`src/rtl/azz_pkg.sv`:
```
`default_nettype none
// -----------------------------------------------------------------------------
// azz_pkg
// Shared widths, types and constant tables for the Cartesian to azimuth and
// zenith converter.
// -----------------------------------------------------------------------------
package azz_pkg;

  localparam int COORD_BITS      = 24;
  localparam int ANGLE_FRAC_BITS = 10;
  localparam int CORDIC_STAGES   = 20;
  localparam int STAGE_N         = (CORDIC_STAGES > 32) ? 32 : CORDIC_STAGES;
  localparam int GUARD_BITS      = 16;
  localparam int ANG_Q           = 24;
  localparam int DW              = COORD_BITS + GUARD_BITS + 4;
  localparam int AW              = ANG_Q + 11;
  localparam int SHIFT_W         = 5;
  localparam int GAIN_W          = 34;
  localparam int MUL_SPLIT       = 20;
  localparam int MUL_SHIFT       = 12;
  localparam int AZ_W            = 19;
  localparam int ZEN_W           = 18;
  localparam int RANGE_W         = 24;
  localparam int IN_DATA_W       = ((3 * COORD_BITS + 7) / 8) * 8;
  localparam int OUT_FIELDS_W    = AZ_W + ZEN_W + RANGE_W;
  localparam int OUT_DATA_W      = ((OUT_FIELDS_W + 7) / 8) * 8;

  typedef logic signed [DW-1:0] vec_t;
  typedef logic signed [AW-1:0] ang_t;

  typedef struct packed {
    vec_t z;
    ang_t a1;
    ang_t a2;
    logic xy_zero;
    logic degenerate;
  } side_t;

  function automatic logic [GAIN_W-1:0] inv_gain();
    logic [63:0] q;
    q = 64'd2608131496;
    if (2 * STAGE_N < 40) begin
      q = q + (((q * 64'd2) / 64'd3) >> (2 * STAGE_N));
    end
    return q[GAIN_W-1:0];
  endfunction

  localparam logic [GAIN_W-1:0] INV_GAIN = inv_gain();

  // atan(2^-i) in degrees with ANG_Q fraction bits, rounded.
  function automatic ang_t atan_step(input logic [SHIFT_W-1:0] i);
    ang_t r;
    unique case (i)
      5'd0:  r = ang_t'(64'd754974720);
      5'd1:  r = ang_t'(64'd445687602);
      5'd2:  r = ang_t'(64'd235489088);
      5'd3:  r = ang_t'(64'd119537938);
      5'd4:  r = ang_t'(64'd60000934);
      5'd5:  r = ang_t'(64'd30029717);
      5'd6:  r = ang_t'(64'd15018523);
      5'd7:  r = ang_t'(64'd7509720);
      5'd8:  r = ang_t'(64'd3754917);
      5'd9:  r = ang_t'(64'd1877466);
      5'd10: r = ang_t'(64'd938734);
      5'd11: r = ang_t'(64'd469367);
      5'd12: r = ang_t'(64'd234684);
      5'd13: r = ang_t'(64'd117342);
      5'd14: r = ang_t'(64'd58671);
      5'd15: r = ang_t'(64'd29335);
      5'd16: r = ang_t'(64'd14668);
      5'd17: r = ang_t'(64'd7334);
      5'd18: r = ang_t'(64'd3667);
      5'd19: r = ang_t'(64'd1833);
      5'd20: r = ang_t'(64'd917);
      5'd21: r = ang_t'(64'd458);
      5'd22: r = ang_t'(64'd229);
      5'd23: r = ang_t'(64'd115);
      5'd24: r = ang_t'(64'd57);
      5'd25: r = ang_t'(64'd29);
      5'd26: r = ang_t'(64'd14);
      5'd27: r = ang_t'(64'd7);
      5'd28: r = ang_t'(64'd4);
      5'd29: r = ang_t'(64'd2);
      5'd30: r = ang_t'(64'd1);
      5'd31: r = ang_t'(64'd0);
    endcase
    return r;
  endfunction

endpackage
`default_nettype wire

```
`src/rtl/azz_gain.sv`:
```
`default_nettype none
// -----------------------------------------------------------------------------
// azz_gain
// Two-stage removal of the CORDIC gain: split partial products, then sum.
// -----------------------------------------------------------------------------
module azz_gain (
  input  wire logic            clk,
  input  wire logic            rst,
  input  wire logic            en,
  input  wire logic            in_valid,
  input  wire azz_pkg::vec_t   in_vec,
  input  wire azz_pkg::side_t  in_side,
  output      logic            out_valid,
  output      azz_pkg::vec_t   out_mag,
  output      azz_pkg::side_t  out_side
);
  import azz_pkg::*;

  localparam int MAG_W = DW - 1;
  localparam int HI_W  = MAG_W - MUL_SPLIT + GAIN_W;
  localparam int LO_W  = MUL_SPLIT + GAIN_W;

  logic [MAG_W-1:0] mag;
  logic [HI_W-1:0]  hi_prod;
  logic [LO_W-1:0]  lo_prod;
  logic [HI_W:0]    sum;
  logic [HI_W-1:0]  hi_p;
  logic [GAIN_W-1:0] lo_p;
  logic             mid_valid;
  side_t            mid_side;

  assign mag     = in_vec[DW-1] ? '0 : in_vec[MAG_W-1:0];
  assign hi_prod = HI_W'(mag[MAG_W-1:MUL_SPLIT]) * HI_W'(INV_GAIN);
  assign lo_prod = LO_W'(mag[MUL_SPLIT-1:0]) * LO_W'(INV_GAIN);
  assign sum     = (HI_W+1)'(hi_p) + (HI_W+1)'(lo_p);

  always_ff @(posedge clk) begin
    if (rst) begin
      mid_valid <= 1'b0;
      out_valid <= 1'b0;
    end else if (en) begin
      mid_valid <= in_valid;
      out_valid <= mid_valid;
    end
  end

  always_ff @(posedge clk) begin
    if (en) begin
      hi_p     <= hi_prod;
      lo_p     <= lo_prod[LO_W-1:MUL_SPLIT];
      mid_side <= in_side;
      out_mag  <= {1'b0, sum[DW+MUL_SHIFT-2:MUL_SHIFT]};
      out_side <= mid_side;
    end
  end

endmodule
`default_nettype wire

```
`config.mk`:
```
export PLATFORM = sky130hd
export DESIGN_NAME = azz_gain
export DESIGN_NICKNAME = d
export VERILOG_FILES = /design/src/rtl/azz_pkg.sv /design/src/rtl/azz_gain.sv
export SDC_FILE = /design/constraint.sdc
export NUM_CORES = 2
export LEC_CHECK = 0
export ABC_AREA = 1
export BUFFER_PORTS_ARGS = -buffer_cell sky130_fd_sc_hd__buf_2
export CORE_MARGIN = 2
export CORE_UTILIZATION = 67
export DETAILED_ROUTE_END_ITERATION = 7
export PLACE_DENSITY = 0.88
export SLEW_MARGIN = 10
export SYNTH_ARGS = -nofsm -noshare
export SYNTH_HDL_FRONTEND = slang
export SYNTH_SLANG_ARGS = --single-unit
```
`constraint.sdc`:
```
create_clock -name clk -period 22.1 [get_ports clk]
set_input_delay 4.42 -clock clk [delete_from_list [all_inputs] [get_ports clk]]
set_output_delay 4.42 -clock clk [all_outputs]
set_load 0.05 [all_outputs]
```
* After elaboration in Yosys (flattened, before gate mapping) *
Index checks and enable logic that the tools add are counted.

word-level totals
  register bits after elaboration = 361
  input bits = 164
  output and inout bits = 161
  logic and storage cells = 19

operators by class
  $add $sub $neg = 1
  multipliers = 2
  multiplexer cells = 1

operator list
  cell                                                 number
  adder 55 x 32 -> 55 bit                              1
  multiplier 23 x 29 -> 52 bit, second input constant  1
  multiplier 20 x 29 -> 49 bit, second input constant  1
  two-way mux 43 bit                                   1

* Logic depth before layout (Yosys ltp) *
  depth after elaboration = 2
  depth in mapped cells = 35
  mapped depth without buffers = 34

* Least setup slack after synthesis *
No wires, ideal clock.

  kind = input to register
  from = input port in_vec[43]
  to = register hi_p[45] (data pin)
  setup time = 252 ps
  arrival = 10117 ps
  data required time = 21848 ps
  path slack = 11731 ps
  stages = 32
  buffers on the path = 3
  path through = buf_6 clkinv_4 buf_2 buf_1 nand2_1 inv_1 fa_1 inv_1 fa_1 inv_1 fa_1 inv_1 fa_1 inv_1 fa_1 fa_1 inv_1 fa_1 inv_1 ha_1 nand2_1 inv_1 nand2_1 nand2_1 a21oi_1 nand2_1 nand2_1 nand2_1 nand2_1 nand2_1 nand2_1 nand2_1

between the ends
  longest elaborated chain between the ends = 2

ends and longest elaborated chain
  element                       line            text
  from (decl)                   azz_gain.sv:11  input wire azz_pkg::vec_t in_vec,
  two-way mux 43 bit            azz_gain.sv:32  assign mag = in_vec[DW-1] ? '0 : in_vec[MAG_W-1:0];
  multiplier 23 x 29 -> 52 bit  azz_gain.sv:33  assign hi_prod = HI_W'(mag[MAG_W-1:MUL_SPLIT]) * HI_W'(INV_GAIN);
  via hi_prod[45]               azz_gain.sv:24  logic [HI_W-1:0] hi_prod;
  to (signal assigned)          azz_gain.sv:49  hi_p <= hi_prod;
  to (decl)                     azz_gain.sv:27  logic [HI_W-1:0] hi_p;

The timed path passes the listed nets, and every way through them passes these cells.
A chain may end at the register's enable or synchronous reset.

* Worst setup path after layout *
  from = input port in_vec[43]
  to = register hi_p[54] (data pin)

The elaborated chain is that of the path after synthesis.

==> flow_summary.toml <==
[final_layout]
fin_util = 0.741
nets = 5823
drive_above_1_share = 0.0947
area_growth_pct = 9.18

[synthesis]
synth_common_cells = "1,167 x inv_1, 1,023 x nand2_1, 495 x fa_1"
synth_cells = 4335
yosysTopAreaCellShare = 0.273
yosysWarnings = 0
avgSynthCellArea_um2 = 9.03
synth-edff-count = 356
synth.net_count = 5471
ys_async_sr_fraction = 0
yosys.cell_count.top_type = "inv_1"
synth_seq_cells = 358
ys_types = 44
synth_area_um2 = 39100
synth_largest_area_cell = "edfxtp_1"
ys_dominant_reg_cell = "edfxtp_1"
post_synth_main_area_contributors = "edfxtp_1 27%, fa_1 25%, ha_1 15%"
ys_seq_area_frac = 0.274

[routing]
drt_iter0_markers = 3155
vias_per_cell = 5.50
wl_um = 113000
antenna_left = 0
dr_total_vias = 30100
drc = 1
wl_per_cell_um = 20.6
first_pass_iters = 8

[global_routing]
grt_pass1_wl_um = 174000
grtUsageTotal = 0.383
grt_overflow = 0
grt_max_degree = 173
grt_pass1_vias = 31400
antenna_found_initial = 2

[worst_setup_path]
critPathSlowestCell = "ha_1"
worstSetupPathType = "input port to flop"
cp-endpoint = "hi_p[54]"
required_ns = 22.41
reg2reg_from = "lo_p[22]"
critPathLaunchType = "input port"
reg2reg_to = "out_mag[27]"
worst_r2r_path_depth = 11
crit_start = "in_vec[43]"
worst-path-stages = 23
slowest_delay_ns = 0.59
end_kind = "flop"
cp_common_cell = "fa_1"
cp_data_arrival_time_ns = 11.38
crit_chain = "buf_2, clkinv_4, nand2_1, inv_1, ha_1, inv_1, fa_1, inv_1, fa_1, fa_1, fa_1, fa_1, inv_1, fa_1, inv_1, ha_1, nand2_1, nor2_1, nand2_1, nor3_1, nand3_1, nand4_1, nand2_1"
r2r_slack_ns = 19.44
cp_max_fo = 33
critPathTopFamily = "adder cells"
critPathBufInv = 7

[die]
io_pins = 325
core_area_um2 = 57700
die_x_um = 246
start_util = 0.678
rows = 88
chipHeight_um = 246
die-area_um2 = 60400

[sta]
fmax_ghz = 0.0903
rsz0062_at_grt = "no"
finalSetupViolations = 0
finalSetupTns_ns = 0
fin_crit_sh = 0.501
finalMaxSlewViolations = 0
skew_ns = 0.0142
min_period_ns = 11.07
relSlewSlack = 0.333
tightest_slew_ns = 0.997
hold_violations = 0
fin_ws_ns = 11.03

[clocking]
clkSlewWorstSetupHoldPaths_ns = 0.07
post-cts-setup-buffers = 0
numCtsBuffers = 30
cts_resized = 0
clockBufferDepth = 3
htree_levels = 1
cts_sinks = 358
cts_root_buffer = "clkbuf_16"
clkLatencyLatePin_ns = 0.57
tritoncts = "yes"
cts_hold_buf = 0

[place]
portBuffers = 323
place_ws_ns = 10.52
gp_congestion = 1.04
hpwl_um = 95300

[outcome]
violations = "design-rule violations"
status = "complete, but fails checks"

[hold_path]
min_path_type = "flop to flop"

[run]
maxCapViolCount = 0
[placed cells by master (no fill, tap or decap), drive strengths merged, types with 7 or more instances in the layout]
cell type and count:
o21ai 39, edfxtp 356, nor2 297, a21oi 113
ha 477, nor3 31, xnor2 11, nand4 34
fa 495, buf 326, clkinv 7, or2 15
xor2 58, nand2 1041, o21bai 18, nand3 132
inv 1178, clkbuf 43
[area by class of cell]
| class | count | area [um2] |
|---|---|---|
| clock inverter | 11 | 145 |
| antenna | 2 | 5.00 |
| inverter | 1178 | 4430 |
| multi-input combinational | 2793 | 23900 |
| fill | 4266 | 15000 |
| timing repair buffer | 326 | 1660 |
| sequential | 358 | 10700 |
| clock buffer | 43 | 861 |
| tap | 765 | 957 |
[state kept, by name (all words and copies together), names as in the netlist]
register,flops
mid_side,116
out_side,116
hi_p,52
out_mag,43
lo_p,29
mid_valid,1
out_valid,1
[worst min-delay path by stage]
stage               cells past startpoint      endpoint          from
floorplan                               0   out_side[0]   mid_side[0]
global placement                        0  out_side[61]  mid_side[61]
detailed placement                      0  out_side[34]  mid_side[34]
CTS                                     0  out_side[77]  mid_side[77]
global route                            0  out_side[32]  mid_side[32]
finish                                  0  out_side[77]  mid_side[77]
[worst reg2reg max path, cell delays in order (launching register included)]
cell	delay, ns
edfxtp_1	0.45
ha_1	0.38
nand2_1	0.15
inv_1	0.05
a21oi_1	0.33
nand2_1	0.17
a21oi_1	0.28
nand2_1	0.20
nand2_1	0.19
nand2_1	0.07
nand2_1	0.08
nand2_1	0.06
[routing by layer]
metal	wire length (um)	GRT usage	part of all wire
met2	52300	0.631	0.46
met4	4840	0.139	0.043
met5	0	0	0
met3	11900	0.0808	0.11
met1	43900	0.502	0.39
[per-stage QoR]
step | std cells | cell area, um2 | hold slack (ns)
after floorplan | 4335 | 39100 | 0.400
after global routing | 5475 | 42700 | 0.424
after CTS | 5474 | 42700 | 0.415
final | 5476 | 42700 | 0.413
after global placement | 5420 | 41700 | 0.400
after detailed placement | 5420 | 41700 | 0.405
[cell families (layout without fill, tap and decap cells)]
kind of cell,Yosys count,after routing,share of synthesized area
xor gates and xnor gates,69,69,0.0154
AOI/OAI and AO/OA,183,183,0.0255
and+or+nand+nor,1568,1568,0.165
adders and majority gates,972,972,0.406
DFF,358,358,0.274
other,1,3,0.0000958
buffers and inverters,1184,1558,0.114
Power is left out: the tool's default activity adds up to more than one toggle a clock period on the data nets, which glitch-free logic cannot reach.
