**src/rtl/azz_pkg.sv**
```systemverilog
`default_nettype none
// -----------------------------------------------------------------------------
// azz_pkg
// Shared widths, types and constant tables for the Cartesian to azimuth and
// zenith converter.
// -----------------------------------------------------------------------------
package azz_pkg;

  localparam int COORD_BITS      = 24;
  localparam int ANGLE_FRAC_BITS = 10;
  localparam int CORDIC_STAGES   = 20;
  localparam int STAGE_N         = (CORDIC_STAGES > 32) ? 32 : CORDIC_STAGES;
  localparam int GUARD_BITS      = 16;
  localparam int ANG_Q           = 24;
  localparam int DW              = COORD_BITS + GUARD_BITS + 4;
  localparam int AW              = ANG_Q + 11;
  localparam int SHIFT_W         = 5;
  localparam int GAIN_W          = 34;
  localparam int MUL_SPLIT       = 20;
  localparam int MUL_SHIFT       = 12;
  localparam int AZ_W            = 19;
  localparam int ZEN_W           = 18;
  localparam int RANGE_W         = 24;
  localparam int IN_DATA_W       = ((3 * COORD_BITS + 7) / 8) * 8;
  localparam int OUT_FIELDS_W    = AZ_W + ZEN_W + RANGE_W;
  localparam int OUT_DATA_W      = ((OUT_FIELDS_W + 7) / 8) * 8;

  typedef logic signed [DW-1:0] vec_t;
  typedef logic signed [AW-1:0] ang_t;

  typedef struct packed {
    vec_t z;
    ang_t a1;
    ang_t a2;
    logic xy_zero;
    logic degenerate;
  } side_t;

  function automatic logic [GAIN_W-1:0] inv_gain();
    logic [63:0] q;
    q = 64'd2608131496;
    if (2 * STAGE_N < 40) begin
      q = q + (((q * 64'd2) / 64'd3) >> (2 * STAGE_N));
    end
    return q[GAIN_W-1:0];
  endfunction

  localparam logic [GAIN_W-1:0] INV_GAIN = inv_gain();

  // atan(2^-i) in degrees with ANG_Q fraction bits, rounded.
  function automatic ang_t atan_step(input logic [SHIFT_W-1:0] i);
    ang_t r;
    unique case (i)
      5'd0:  r = ang_t'(64'd754974720);
      5'd1:  r = ang_t'(64'd445687602);
      5'd2:  r = ang_t'(64'd235489088);
      5'd3:  r = ang_t'(64'd119537938);
      5'd4:  r = ang_t'(64'd60000934);
      5'd5:  r = ang_t'(64'd30029717);
      5'd6:  r = ang_t'(64'd15018523);
      5'd7:  r = ang_t'(64'd7509720);
      5'd8:  r = ang_t'(64'd3754917);
      5'd9:  r = ang_t'(64'd1877466);
      5'd10: r = ang_t'(64'd938734);
      5'd11: r = ang_t'(64'd469367);
      5'd12: r = ang_t'(64'd234684);
      5'd13: r = ang_t'(64'd117342);
      5'd14: r = ang_t'(64'd58671);
      5'd15: r = ang_t'(64'd29335);
      5'd16: r = ang_t'(64'd14668);
      5'd17: r = ang_t'(64'd7334);
      5'd18: r = ang_t'(64'd3667);
      5'd19: r = ang_t'(64'd1833);
      5'd20: r = ang_t'(64'd917);
      5'd21: r = ang_t'(64'd458);
      5'd22: r = ang_t'(64'd229);
      5'd23: r = ang_t'(64'd115);
      5'd24: r = ang_t'(64'd57);
      5'd25: r = ang_t'(64'd29);
      5'd26: r = ang_t'(64'd14);
      5'd27: r = ang_t'(64'd7);
      5'd28: r = ang_t'(64'd4);
      5'd29: r = ang_t'(64'd2);
      5'd30: r = ang_t'(64'd1);
      5'd31: r = ang_t'(64'd0);
    endcase
    return r;
  endfunction

endpackage
`default_nettype wire

```
**src/rtl/azz_cordic_stage.sv**
```systemverilog
`default_nettype none
// -----------------------------------------------------------------------------
// azz_cordic_stage
// One registered CORDIC vectoring micro-rotation with side data carried along.
// -----------------------------------------------------------------------------
module azz_cordic_stage (
  input  wire logic                         clk,
  input  wire logic                         rst,
  input  wire logic                         en,
  input  wire logic [azz_pkg::SHIFT_W-1:0]  shift,
  input  wire azz_pkg::ang_t                atan_val,
  input  wire logic                         in_valid,
  input  wire azz_pkg::vec_t                in_x,
  input  wire azz_pkg::vec_t                in_y,
  input  wire azz_pkg::ang_t                in_a,
  input  wire azz_pkg::side_t               in_side,
  output      logic                         out_valid,
  output      azz_pkg::vec_t                out_x,
  output      azz_pkg::vec_t                out_y,
  output      azz_pkg::ang_t                out_a,
  output      azz_pkg::side_t               out_side
);
  import azz_pkg::*;

  vec_t dx;
  vec_t dy;

  assign dx = in_y >>> shift;
  assign dy = in_x >>> shift;

  always_ff @(posedge clk) begin
    if (rst) begin
      out_valid <= 1'b0;
    end else if (en) begin
      out_valid <= in_valid;
    end
  end

  always_ff @(posedge clk) begin
    if (en) begin
      out_side <= in_side;
      if (in_y > 0) begin
        out_x <= in_x + dx;
        out_y <= in_y - dy;
        out_a <= in_a + atan_val;
      end else begin
        out_x <= in_x - dx;
        out_y <= in_y + dy;
        out_a <= in_a - atan_val;
      end
    end
  end

endmodule
`default_nettype wire

```
**config.mk**
```make
export PLATFORM = sky130hd
export DESIGN_NAME = azz_cordic_stage
export DESIGN_NICKNAME = d
export VERILOG_FILES = /design/src/rtl/azz_pkg.sv /design/src/rtl/azz_cordic_stage.sv
export SDC_FILE = /design/constraint.sdc
export NUM_CORES = 1
export LEC_CHECK = 0
export BUFFER_PORTS_ARGS = -buffer_cell sky130_fd_sc_hd__buf_2
export CAP_MARGIN = 40
export CELL_PAD_IN_SITES_DETAIL_PLACEMENT = 1
export CELL_PAD_IN_SITES_GLOBAL_PLACEMENT = 2
export CORE_MARGIN = 1.5
export CORE_UTILIZATION = 32
export DETAILED_ROUTE_END_ITERATION = 7
export PLACE_DENSITY_LB_ADDON = 0.1
export SLEW_MARGIN = 5
export SYNTH_ARGS = -nofsm -noshare
export SYNTH_HDL_FRONTEND = slang
export SYNTH_SLANG_ARGS = --single-unit
```
**constraint.sdc**
```tcl
create_clock -name clk -period 7.85 [get_ports clk]
set_clock_uncertainty 0.2 [all_clocks]
set_input_delay 2.355 -clock clk [delete_from_list [all_inputs] [get_ports clk]]
set_output_delay 2.355 -clock clk [all_outputs]
set_load 0.01 [all_outputs]
```
## Word-level counts from Yosys, hierarchy flattened

Cells that the tools add are included.

- Register bits after elaboration: 240
- Input bits: 283
- Logic and storage cells: 21

- Add/subtract/negate cells: 6
- Magnitude comparators: 1
- Shift-type cells: 2
- Mux-type cells: 3

Operator list:

| cell | count |
|---|---|
| adder 44 bit | 2 |
| 2-to-1 mux 44 bit | 2 |
| >>> shifter 44 x 5 -> 44 bit | 2 |
| subtractor 44 bit | 2 |
| greater-than comparator 44 x 1 -> 1 bit (second input constant) | 1 |
| adder 35 bit | 1 |
| 2-to-1 mux 35 bit | 1 |
| subtractor 35 bit | 1 |

## Longest topological paths before layout

Gate-level depths: netlist (run 1).

- Depth in word-level cells: 3
- Gate-level depth with buffers: 29

## Least setup slack after synthesis (run 1)

No wires, ideal clock.

- Kind: input to register
- Start: input shift[2] (netlist bit)
- End: register out_x[42], data pin
- Setup time: 0.265 ns
- Data arrival time: 7.519 ns
- Setup slack: -0.135 ns
- Stages on the path: 24
- Buffers on the path: 4
- Cells stage by stage: buf_2 > buf_6 > buf_2 > mux2_2 > mux4_2 > a221oi_1 > ha_1 > nand3_1 > nor4_2 > nand4_1 > or4b_1 > a31o_1 > ha_1 > clkbuf_1 > nand2_1 > nor2_1 > nand2_1 > o21bai_1 > a21oi_1 > and3_1 > o21ai_0 > nand2_1 > o21ai_0 > xor2_1

- Word-level cells in the longest chain between the ends: 3
- Elaborated cells on any way between the ends: 4
- Classes of those cells: add/sub (2); shift (1); mux (1)

Ends and longest elaborated chain:

| element | line | text |
|---|---|---|
| start: declaration | azz_cordic_stage.sv:10 | `input wire logic [azz_pkg::SHIFT_W-1:0] shift,` |
| >>> shifter 44 x 5 -> 44 bit (*) | azz_cordic_stage.sv:28 | `assign dx = in_y >>> shift;` |
| subtractor 44 bit / adder 44 bit (equally long branches) | azz_cordic_stage.sv:47, azz_cordic_stage.sv:43 |  |
| 2-to-1 mux 44 bit (*) | azz_cordic_stage.sv:42 | `if (in_y > 0) begin` |
| end signal: assignment | azz_cordic_stage.sv:43 | `out_x <= in_x + dx;` |
| end signal: assignment | azz_cordic_stage.sv:47 | `out_x <= in_x - dx;` |
| end: declaration | azz_cordic_stage.sv:18 | `output azz_pkg::vec_t out_x,` |

Mark *: on every way between the ends. The rest lies on a longest branch, timed or not.
A chain may end at the register's enable or synchronous reset.

## Final worst setup path (run 1)

- Start: input shift[3] (netlist bit)
- End: register out_x[42], data pin

Same word-level chain as after synthesis.

==> flow_summary.yaml, run 1 <==
timing:
  fin_hold_ws_ns: 0.3474
  fin_crit_ns: 7.660
  period_share_pct: 97.57
  tightest_slew_ns: 0.9493
  timing.fmax_mhz: 130.6
  maxSlewViolCount: 0
  setup_viol: 0
  hold_viol: 0
  maxSlewHeadroom_pct: 36.71
  setup_ws_ns: 0.1904
critical_path:
  critical_path.max_fanout: 22
  reg2reg_depth: 2
  worst_ep_arrival_time_ns: 7.82
  critical_path_required_ns: 8.01
  reg2reg_from: "out_valid"
  worstSetupPathType: "primary input to flop"
  timing.rr.end: "out_valid"
  r2r_slack_ns: 7.04
  start_kind: "primary input"
  end_kind: "flop"
detailed_routing:
  dr.first_iter.drc_count: 1636
  drc_errors: 0
  drt_pass1_iterations: 5
  avgViaCountPerCell: 5.510
  ant_nets: 0
  routed_wl_um: 115600
  num_vias: 25280
  wire_per_inst_um: 25.19
floorplan:
  die-area_um2: 75120
  row_count: 99
  initial_core_util_pct: 32.29
  ios: 523
  die_w_um: 274.1
  die_h_um: 274.1
  coreArea_um2: 72830
power_and_ir_drop:
  p_total_uw: 6529
  cellLeakagePower_uw: 0.01540
  ir_drop_mv: 0.1801
  powerDensity_nw_per_um2: 188.4
clock_network:
  cts_made_buffers: 29
  clk_pin_slew_ns: 0.06
  cts_max_path_buffers: 3
  cts_sinks: 240
  root_buffer: "clkbuf_16"
  htree_num_levels: 1
  cts_tree: "done"
  clk_latency_ns: 0.61
place:
  portBuffers: 522
  hpwl_um: 96700
  gp_congestion: 0.9856
  placed_cells: 4515
  place_ws_ns: -0.8954
run_status:
  status: "complete, no violations"
finish:
  fin_cells: 4588
  nFillCells: 8498
  area_growth_pct: 47.39
  drive_gt1_share_pct: 45.65
  nNetsFinal: 4016
logic_synthesis:
  ys_seq_elements: 240
  syn-cell-area_um2: 23520
  ys_seq_area_share_pct: 30.60
  synth-edff-count: 239
  ys_types: 95
  syn-instance-count: 2347
  async_reset_ff_share_pct: 0
  syn_nets: 2766
  synthFlopType: "edfxtp_1"
  syn_avg_cell_area_um2: 10.02
  yosys_warnings: 0
min_path:
  hp-class: "flop to flop"
  min_to: "out_valid"
  hold_depth: 2
  holdCritStartpoint: "out_valid"
global_route:
  overflow: 0
  grt_pass1_vias: 26340
  antenna_found_initial: 12
  grt_usage_pct: 29.44
  grt_max_degree: 100
  grt_pass1_wl_um: 165800
job:
  max-cap-violations: 0
[cell type report]
class / count / area (um^2) / share of cell area [%]
Antenna cell: 10 / 25.02 / 0.07220
Clock inverter: 20 / 259.0 / 0.7472
Multi-Input combinational cell: 1925 / 15740 / 45.42
Sequential cell: 240 / 7197 / 20.76
Timing Repair Buffer: 1348 / 9258 / 26.71
Tap cell: 959 / 1200 / 3.462
Inverter: 53 / 198.9 / 0.5740
Clock buffer: 33 / 780.7 / 2.253
[synthesized netlist by cell type (all sizes together), types with 60 or more instances]
cell type / number / area share, %
o21ai: 124 / 2.6
nand2: 192 / 3.1
mux2i: 95 / 4.0
xnor2: 126 / 4.7
edfxtp: 239 / 31
a21o: 60 / 1.9
ha: 133 / 7.1
nor2: 159 / 2.5
xor2: 86 / 3.2
mux4: 124 / 12
a21oi: 173 / 3.7
buf: 62 / 1.8
clkbuf: 67 / 1.1
[power breakdown]
group | leakage, uW | switching (uW) | internal, uW
Combinational | 0.0125 | 1710 | 1560
Sequential | 0.00235 | 54.8 | 1730
Clock | 0.000503 | 599 | 880
[critical path, stage by stage]
cell	delay (ns)
buf_6	0.20
buf_12	0.22
mux2_1	0.36
mux4_2	0.50
mux2i_1	0.16
buf_4	0.17
a2bb2oi_1	0.27
nand4_2	0.11
buf_4	0.19
nor4_4	0.28
buf_4	0.18
buf_12	0.11
nand4_2	0.18
a211o_1	0.33
a2111oi_0	0.48
a311o_1	0.23
ha_1	0.27
and4_1	0.23
a21oi_2	0.24
and3_1	0.18
o21ai_0	0.09
nand2_1	0.18
o21ai_1	0.11
xor2_1	0.15
[kinds of logic (layout without fill, tap and decap cells)]
group / Yosys count / in the layout / synth area share, %
flip-flops: 240 / 240 / 30.60
multiplexers: 267 / 267 / 18.23
adder cells (fa/ha/maj): 136 / 136 / 7.332
buffers and inverters: 182 / 1454 / 3.671
AO/OA/AOI/OAI: 658 / 658 / 18.52
other: 0 / 10 / 0
AND/OR/NAND/NOR: 652 / 652 / 13.74
XOR/XNOR: 212 / 212 / 7.896
[registers in the layout (all words and copies together), names as in the netlist]
register   flops
out_a         35
out_side     116
out_valid      1
out_x         44
out_y         44
[per-layer routing]
layer / part of all wire (%) / track usage [%] / up-vias
li1: - / - / 11640
met1: 42 / 36.60 / 12780
met2: 50 / 52.11 / 736
met3: 5.5 / 4.746 / 128
met4: 2.8 / 8.647 / 4
met5: 0.024 / 0 / -
[worst max-delay path by stage]
stage	endpoint	depth (start not counted)	from	slack, ns
after floorplan	out_x[42]	24	shift[2]	0.06
after global placement	out_y[39]	25	shift[3]	-0.72
after detailed placement	out_y[39]	25	shift[3]	-0.90
after CTS	out_y[39]	28	shift[3]	0.03
after global routing	out_x[42]	22	shift[1]	-0.003
final	out_x[42]	24	shift[3]	0.19
[cell usage in the layout, fill, tap and decap left out, types with 29 or more instances in the layout]
master,netlist,routed
buf_4,9,792
buf_2,32,518
edfxtp_1,239,239
nand2_1,192,190
a21oi_1,173,167
nor2_1,159,154
ha_1,133,132
xnor2_1,126,126
mux4_2,124,124
o21ai_0,121,113
mux2i_1,95,91
xor2_1,86,85
a21o_1,60,60
inv_1,50,50
nand3_1,46,45
mux2_2,43,43
nor3_1,40,35
clkbuf_16,0,30
buf_12,1,29
[timing repair]
| action | in CTS | in global routing |
|---|---|---|
| resized for setup | 11 | 57 |
| endpoints found under the setup margin | 11 | 29 |
| cloned | 0 | 1 |
| hold buffers | 0 | 0 |
| buffers inserted | 1 | 7 |
| pin swaps | 1 | 10 |
[through the flow]
step                      instance area [um^2]  setup TNS [ns]  utilization [%]
after detailed placement                 33230          -18.29            45.62
final                                    34660               0            47.59
after floorplan                          23540               0                -
after CTS                                34330               0            47.13
after global placement                   33230          -13.50            45.62
after global routing                     34660       -0.002800            47.59
(Power assumes the default switching activity.)
==> inputs of run 2 (changes only) <==
--- a/config.mk
+++ b/config.mk
@@ -10,7 +10,7 @@
 export CELL_PAD_IN_SITES_DETAIL_PLACEMENT = 1
 export CELL_PAD_IN_SITES_GLOBAL_PLACEMENT = 2
 export CORE_MARGIN = 1.5
-export CORE_UTILIZATION = 32
+export CORE_UTILIZATION = 35
 export DETAILED_ROUTE_END_ITERATION = 7
 export PLACE_DENSITY_LB_ADDON = 0.1
 export SLEW_MARGIN = 5
==> constraint.sdc (replaced) <==
create_clock -name clk -period 7.8 [get_ports clk]
set_clock_uncertainty 0.2 [all_clocks]
set_input_delay 2.34 -clock clk [delete_from_list [all_inputs] [get_ports clk]]
set_output_delay 2.34 -clock clk [all_outputs]
set_load 0.01 [all_outputs]
==> flow_summary.yaml, run 2 (synthesis gave the netlist of run 1 again) <==
critical_path:
  critical_path_required_ns: 7.95
  worstSetupPathType: "primary input to flop"
  reg2reg_depth: 2
  start_kind: "primary input"
  worst_ep_arrival_time_ns: 7.71
  r2r_slack_ns: 7.02
  reg2reg_from: "out_valid"
  end_kind: "flop"
  timing.rr.end: "out_valid"
  critical_path.max_fanout: 10
global_route:
  antenna_found_initial: 17
  grt_pass1_wl_um: 170200
  grt_pass1_vias: 27020
  overflow: 0
  grt_usage_pct: 32.29
  grt_max_degree: 136
timing:
  fin_crit_ns: 7.551
  maxSlewHeadroom_pct: 37.24
  maxSlewViolCount: 0
  tightest_slew_ns: 0.9392
  setup_viol: 0
  timing.fmax_mhz: 132.4
  hold_viol: 0
  period_share_pct: 96.81
  fin_hold_ws_ns: 0.2916
floorplan:
  initial_core_util_pct: 35.58
  die_w_um: 262.2
  die-area_um2: 68750
  row_count: 94
  die_h_um: 262.2
  ios: 523
  coreArea_um2: 66100
clock_network:
  cts_made_buffers: 29
  cts_sinks: 240
  htree_num_levels: 1
  cts_max_path_buffers: 3
  clk_pin_slew_ns: 0.06
  cts_tree: "done"
  clk_latency_ns: 0.59
  root_buffer: "clkbuf_16"
finish:
  final_cell_mix: "buf_4 (797), buf_2 (518), edfxtp_1 (239), nand2_1 (189), a21oi_1 (168)"
  top_regs: "out_side x116, out_x x44, out_y x44"
  top_register: "out_side"
  regArea_um2: 7197
  nFillCells: 7727
  fin_util_pct: 52.07
  multi_input_area_um2: 15670
  final_common_cell: "buf_4"
  area_growth_pct: 46.34
  nNetsFinal: 4016
  final_area_um2: 34410
  largest_register_ff_count: 116
  drive_gt1_share_pct: 45.33
power_and_ir_drop:
  pwr-share-seq_pct: 27.3
  cellLeakagePower_uw: 0.01536
  p_total_uw: 6588
  ir_drop_mv: 0.1824
  p_sw_share_pct: 36.49
  intPower_uw: 4184
  clock_power_share_pct: 22.7
  powerDensity_nw_per_um2: 191.4
  power.switching_uw: 2404
  power_frac_comb_pct: 50.0
detailed_routing:
  routed_wl_um: 116400
  num_vias: 25800
  drt_pass1_iterations: 5
  drc_errors: 0
  wire_per_inst_um: 25.89
  avgViaCountPerCell: 5.737
  ant_nets: 0
  dr.first_iter.drc_count: 1790
place:
  placed_area_um2: 32900
  hpwl_um: 95590
  portBuffers: 522
  gp_congestion: 1.003
job:
  max-cap-violations: 0
min_path:
  holdCritStartpoint: "out_valid"
  hp-class: "flop to flop"
  hold_depth: 2
  min_to: "out_valid"
run_status:
  status: "complete, no violations"
-- run 2: cell count changes in the layout (fill, tap and decap cells not counted), sizes merged --
cell / previous run / this run
bufinv: 5 / 6
buf: 1347 / 1344
clkinvlp: 4 / 3
clkinv: 11 / 15
diode: 10 / 13
-- run 2: metal layers --
metal | routed length (um) | GRT usage (%)
met4 | 4495 | 11.52
met1 | 47020 | 39.45
met5 | 82 | 0
met3 | 7439 | 6.073
met2 | 57380 | 56.56
-- run 2: what timing repair did --
action,CTS,global route
setup buffers,0,11
setup endpoints to repair,8,29
pin swaps,0,12
gates resized for setup,4,62
hold buffers,0,0
gates cloned,0,4
-- run 2: worst max path at each step --
stage / depth (start not counted) / start / slack (ns) / endpoint
6_report: 25 / shift[1] / 0.25 / out_y[39]
5_1_grt: 27 / shift[1] / -0.08 / out_y[39]
4_1_cts: 24 / shift[1] / 0.006 / out_y[40]
3_5_place_dp: 22 / shift[3] / -0.89 / out_y[40]
3_3_place_gp: 23 / shift[3] / -0.55 / out_y[38]
2_1_floorplan: 24 / shift[2] / 0.03 / out_x[42]
-- run 2: worst max-delay path: stages --
cell and delay, ns:
buf_8 0.16, buf_16 0.17, buf_8 0.16, mux4_2 0.56, buf_4 0.16, mux2_2 0.31, o211ai_1 0.26, buf_4 0.18
nand4bb_1 0.16, nor3_2 0.27, nand2_2 0.15, or4_1 0.54, o21ai_2 0.18, xnor2_1 0.19, ha_1 0.30, a21o_1 0.16
a21o_1 0.17, a21oi_1 0.17, nor3b_2 0.19, nand3_1 0.13, a41oi_1 0.22, buf_4 0.16, o21ai_0 0.09, a21oi_1 0.20
xnor2_1 0.09
-- run 2: final cells by class --
class	instances	area share, %
well taps	864	3.141
diodes	13	0.09453
inverters	53	0.5781
multi-input cells	1925	45.54
repair buffers	1348	26.75
flip-flops and latches	240	20.91
clock inverters	24	0.8617
clock buffers	30	2.120
-- run 2: power groups by stage --
stage / combinational [uW] / sequential (uW) / clock, uW
2_1_floorplan: 1440 / 1950 / 0
3_3_place_gp: 3120 / 1820 / 0
3_5_place_dp: 3210 / 1820 / 0
4_1_cts: 3240 / 1800 / 1530
5_1_grt: 3530 / 1820 / 1570
6_report: 3300 / 1800 / 1490
-- run 2: metrics by stage --
step,setup TNS [ns],cells,setup slack (ns)
after detailed placement,-18.07,4415,-0.8933
after global placement,-10.88,4413,-0.5502
after floorplan,0,2347,0.02703
final,0,4497,0.2491
after global routing,-0.1115,4495,-0.07891
after CTS,0,4469,0.005549
